## config.mk

```make
export PLATFORM = sky130hd
export DESIGN_NAME = alm_cmp
export DESIGN_NICKNAME = d
export VERILOG_FILES = /design/src/hw/rtl/array_linked_list_manager_macros.svh /design/src/hw/rtl/alm_pkg.sv /design/src/hw/rtl/alm_cmp.sv
export SDC_FILE = /design/constraint.sdc
export NUM_CORES = 1
export LEC_CHECK = 0
export CAP_MARGIN = 20
export CORE_AREA = 2 2 39 41
export DETAILED_ROUTE_END_ITERATION = 7
export DIE_AREA = 0 0 41 43
export DONT_BUFFER_PORTS = 1
export PLACE_DENSITY = 0.79
export RECOVER_POWER = 50
export SYNTH_ARGS = -nofsm -noshare
export SYNTH_HDL_FRONTEND = slang
export SYNTH_SLANG_ARGS = --single-unit
```

## constraint.sdc

```tcl
create_clock -name vclk -period 3.9
set_clock_uncertainty 0.2 [all_clocks]
set_input_delay 0.39 -clock vclk [all_inputs]
set_output_delay 0.39 -clock vclk [all_outputs]
set_load 0.05 [all_outputs]
```

## src/hw/rtl/array_linked_list_manager_macros.svh

```systemverilog
// Assertion helpers for the linked list manager.
`ifndef ARRAY_LINKED_LIST_MANAGER_MACROS_SVH
`define ARRAY_LINKED_LIST_MANAGER_MACROS_SVH

// Same-cycle implication, disabled while reset is asserted.
`define ALM_ASSERT_NOW(label, clk, rst_n, ante, cons) \
    label: assert property (@(posedge clk) disable iff (!rst_n) (ante) |-> (cons)) \
        else $error("alm check failed");

// Next-cycle implication, disabled while reset is asserted.
`define ALM_ASSERT_NEXT(label, clk, rst_n, ante, cons) \
    label: assert property (@(posedge clk) disable iff (!rst_n) (ante) |=> (cons)) \
        else $error("alm check failed");

`endif

```

## src/hw/rtl/alm_pkg.sv

```systemverilog
package alm_pkg;

    // field widths
    localparam int ACT_W  = 3;
    localparam int KEY_W  = 32;
    localparam int YEAR_W = 16;
    localparam int SEL_W  = 7;
    localparam int STAT_W = 3;
    localparam int IDX_W  = 7;
    localparam int CNT_W  = 8;

    // action codes
    localparam logic [ACT_W-1:0] ACT_INS_HEAD = 3'd0;
    localparam logic [ACT_W-1:0] ACT_INS_SORT = 3'd1;
    localparam logic [ACT_W-1:0] ACT_INS_TAIL = 3'd2;
    localparam logic [ACT_W-1:0] ACT_DEL_HEAD = 3'd3;
    localparam logic [ACT_W-1:0] ACT_DEL_MID  = 3'd4;
    localparam logic [ACT_W-1:0] ACT_DEL_TAIL = 3'd5;
    localparam logic [ACT_W-1:0] ACT_READ     = 3'd6;

    // status codes
    localparam logic [STAT_W-1:0] STAT_OK        = 3'd0;
    localparam logic [STAT_W-1:0] STAT_FULL      = 3'd1;
    localparam logic [STAT_W-1:0] STAT_EMPTY     = 3'd2;
    localparam logic [STAT_W-1:0] STAT_NOT_FOUND = 3'd3;
    localparam logic [STAT_W-1:0] STAT_WRONG_POS = 3'd4;

    // shared key comparator result: a against b
    typedef struct packed {
        logic eq;
        logic lt;
        logic gt;
    } t_cmp;

endpackage

```

## src/hw/rtl/alm_cmp.sv

```systemverilog
module alm_cmp (
    input  logic signed [alm_pkg::KEY_W-1:0] i_a,
    input  logic signed [alm_pkg::KEY_W-1:0] i_b,
    output alm_pkg::t_cmp                    o_res
);

    always_comb begin
        o_res.eq = (i_a == i_b);
        o_res.lt = (i_a < i_b);
        o_res.gt = (i_a > i_b);
    end

endmodule

```

# == Yosys cells after proc, flatten, opt, wreduce, memory -nomap -nowiden ==
# Index checks and enable logic that the tools add are counted.
# totals
ff_bits,0
inputBits,64
elab_cells,3
# classes
n_lt_le_gt_ge,2
n_eq_ne,1
# ops
operator,n
== test 32 bit,1
greater-than comparator 32 bit,1
less-than comparator 32 bit,1

# == Logic depth before layout (Yosys ltp) ==
# logic_depth
depth_word,1
ltp_mapped,8
ltp_nobuf,8

# == Worst setup path before layout ==
# OpenSTA, ideal clock, no wires.
# synth_timing
kind,input -> output
startpoint,in i_b[14] (netlist name)
endpoint,out o_res[0] (netlist name)
arrival_time_ns,2.490
path_slack_ns,0.820
stages,8
path_buffers,0
cell_sequence,inv_1 ha_1 a21oi_2 nand2_1 a221o_1 a211o_1 a21oi_2 mux2i_1
# synth_lines
item,line,rtl
from (decl),alm_cmp.sv:3,"input logic signed [alm_pkg::KEY_W-1:0] i_b,"
to (decl),alm_cmp.sv:4,output alm_pkg::t_cmp o_res

==> metrics.txt <==
ordered list of cells on the worst path=inv_1 -> ha_1 -> a21oi_1 -> o21ai_1 -> a2111oi_0 -> o31ai_1 -> a21oi_2 -> mux2i_1 -> buf_4; die outline height=approximately 43 um; RSZ-0062 raised after global routing=no; worst-margin pin slew=approximately 0.5 ns; Post-CTS Setup Repair Bufs=0; total number of nets in the final design=between 200 and 250; switching part of the total power=0.572; result of the run=completed; detailed-route DRC error count=0; top layer used by detailed routing=met3; Total Routed Length=roughly 1700 um; Slew Limit Fails=0; final critical delay including setup and external delays=between 2 and 3 ns; area used by multi-input combinational logic=717 um^2; overall via count from detail_route=approximately 800; final setup violating endpoints=0; vias per inst=5.89; overall die width=a little over 40 um; filler instances=about 130; CP Buf/Inv Count=2; max-capacitance violation count=0; Die Footprint=~1800 um^2; Worst Path Arrival=approximately 2.2 ns; required time at the worst-slack endpoint=3.31 ns; cell leakage power=~0.00056 uW; net count after synthesis=approximately 220; number of top-level pins=67; worst IR drop on VDD=about 0.054 mV; startpoint type of the worst setup path=primary input; CP Capture Type=output pin; Hold Buf Count CTS=0; DRT iter0 DRCs=10; delay-heaviest family, CP=compound AO/OA/AOI/OAI gates; Net Sw Power=about 55 uW; maximum operating frequency=0.363 GHz; highest-delay cell along the critical path=a2111oi_0; routability congestion estimate=~0.70; antenna viol nets, final=0; synthesized instance count=about 120; power density over the cells=between 100 and 150 nW/um^2; proportion of synthesized chip area in sequential cells=0; wire length of the first global-routing pass=2510 um; final count of hold timing violations=0; First-pass DRT Iterations=4; Syn Std Cell Area=approximately 840 um^2; maximum number of pins on one net before global-route repair=6; start-to-end type of the worst setup path=primary input to output pin; crit path max fanout=3; number of sequential storage elements=0; DRT met1 WL=~660 um; placed wire-length estimate=between 1500 and 2000 um; Hold Worst Slack=1.04 ns; remaining global-route overflow=0; layout cell share with drive strength beyond 1=0.0413; syn_area_per_cell=7.10 um^2; Largest stage delay, worst path=approximately 0.47 ns; routed length on met3=119 um; effective utilization at floorplan=0.610; part of the power in the clock network=0; Met2 Routed Length=between 800 and 900 um; warning count from the yosys run=0; clock buffer count=0; remaining max-slew budget at the tightest pin=0.661; post-synthesis cell type count=23; type of the tightest min-delay check=primary input to output pin; number of resized instances in the post-cts repair step=0; Area growth syn-to-layout=4.15%; GRT Total Usage=0.191; area of the placeable core=approximately 1400 um^2; Sum Neg Setup Slack=0 ns; sequential cell fraction of total power=0; Antenna Cells=0; sequential cell area=0 um^2; mean routed wirelength per cell=roughly 12 um; antenna violations before repair=0; port buffer count=0; Core Rows=14; combinational power share=1.000; Period Utilization, post-route=0.707; vias in the first global route=roughly 700; Cell Int Power=~41 uW
## path summary, 6_finish.rpt
kind                    start  endpoint  slack (ns)  depth (start not counted)
worst min-delay path  i_a[31]  o_res[1]        1.04                          3
worst max-delay path  i_b[19]  o_res[1]        1.14                          9
## per-stage QoR
| stage | std cells | util | setup WS, ns | instance area [um^2] | power [uW] |
|---|---|---|---|---|---|
| finish | 137 | 0.636 | 1.14 | 880 | 95.9 |
| global route | 137 | 0.636 | 0.967 | 880 | 110 |
| CTS | 137 | 0.636 | 1.17 | 880 | 97.0 |
| detailed placement | 137 | 0.636 | 1.18 | 880 | 96.6 |
| global placement | 137 | 0.636 | 1.21 | 880 | 90.9 |
| floorplan | 119 | - | 0.820 | 845 | 76.6 |
## kinds of logic (layout without fill, tap and decap cells)
kind of cell / after synthesis / in the layout / synth area share
buf+inv: 34 / 36 / 0.151
fa+ha+maj: 32 / 32 / 0.474
simple gates: 26 / 26 / 0.162
compound gates: 25 / 25 / 0.190
mux: 2 / 2 / 0.0237
## power by group through the flow
stage | Combinational, uW | Clock (uW) | Sequential, uW
4_1_cts | 97.0 | 0 | 0
5_1_grt | 110 | 0 | 0
3_3_place_gp | 90.9 | 0 | 0
3_5_place_dp | 96.6 | 0 | 0
2_1_floorplan | 76.6 | 0 | 0
6_report | 95.9 | 0 | 0
## cell usage after synthesis (all sizes together)
cell type,number,area [um^2]
inv,34,128
a211oi,1,7.51
nand2,8,30.0
a21o,2,15.0
nand2b,1,6.26
o31ai,1,7.51
and3,1,6.26
a21oi,12,71.3
nand4,6,37.5
and4,1,8.76
nor2b,1,6.26
ha,32,400
a2111oi,1,8.76
nor4,3,18.8
nor2,2,7.51
mux2i,2,20.0
a221o,1,10.0
nand3,3,15.0
a31oi,1,6.26
a211o,1,8.76
o21ai,5,25.0
## tightest hold or removal path: cells and delay by family
kind / cells / cell delay, ns
buffers and inverters: 1 / 0.19
adder cells (fa/ha/maj): 1 / 0.18
multiplexers: 1 / 0.09
## cells in the final DEF, fill, tap and decap left out, types with 3 or more instances in the layout
cell type  netlist  final
a21oi_2          3      3
ha_1            32     32
inv_1           34     34
nand4_1          6      6
nand3_1          3      3
a21oi_1          9      9
nand2_1          8      8
nor4_1           3      3
o21ai_0          3      3
## final cells by class
class,count,area share
Tap cell,16,0.0228
Multi-Input combinational cell,85,0.815
Timing Repair Buffer,2,0.0171
Inverter,34,0.145
## per-layer routing
layer,vias to the layer above,GRT usage
li1,422,-
met1,350,0.209
met2,35,0.381
met3,0,0.0157
met4,0,0
met5,-,0
Note: power is estimated with default switching activity, not from simulation.
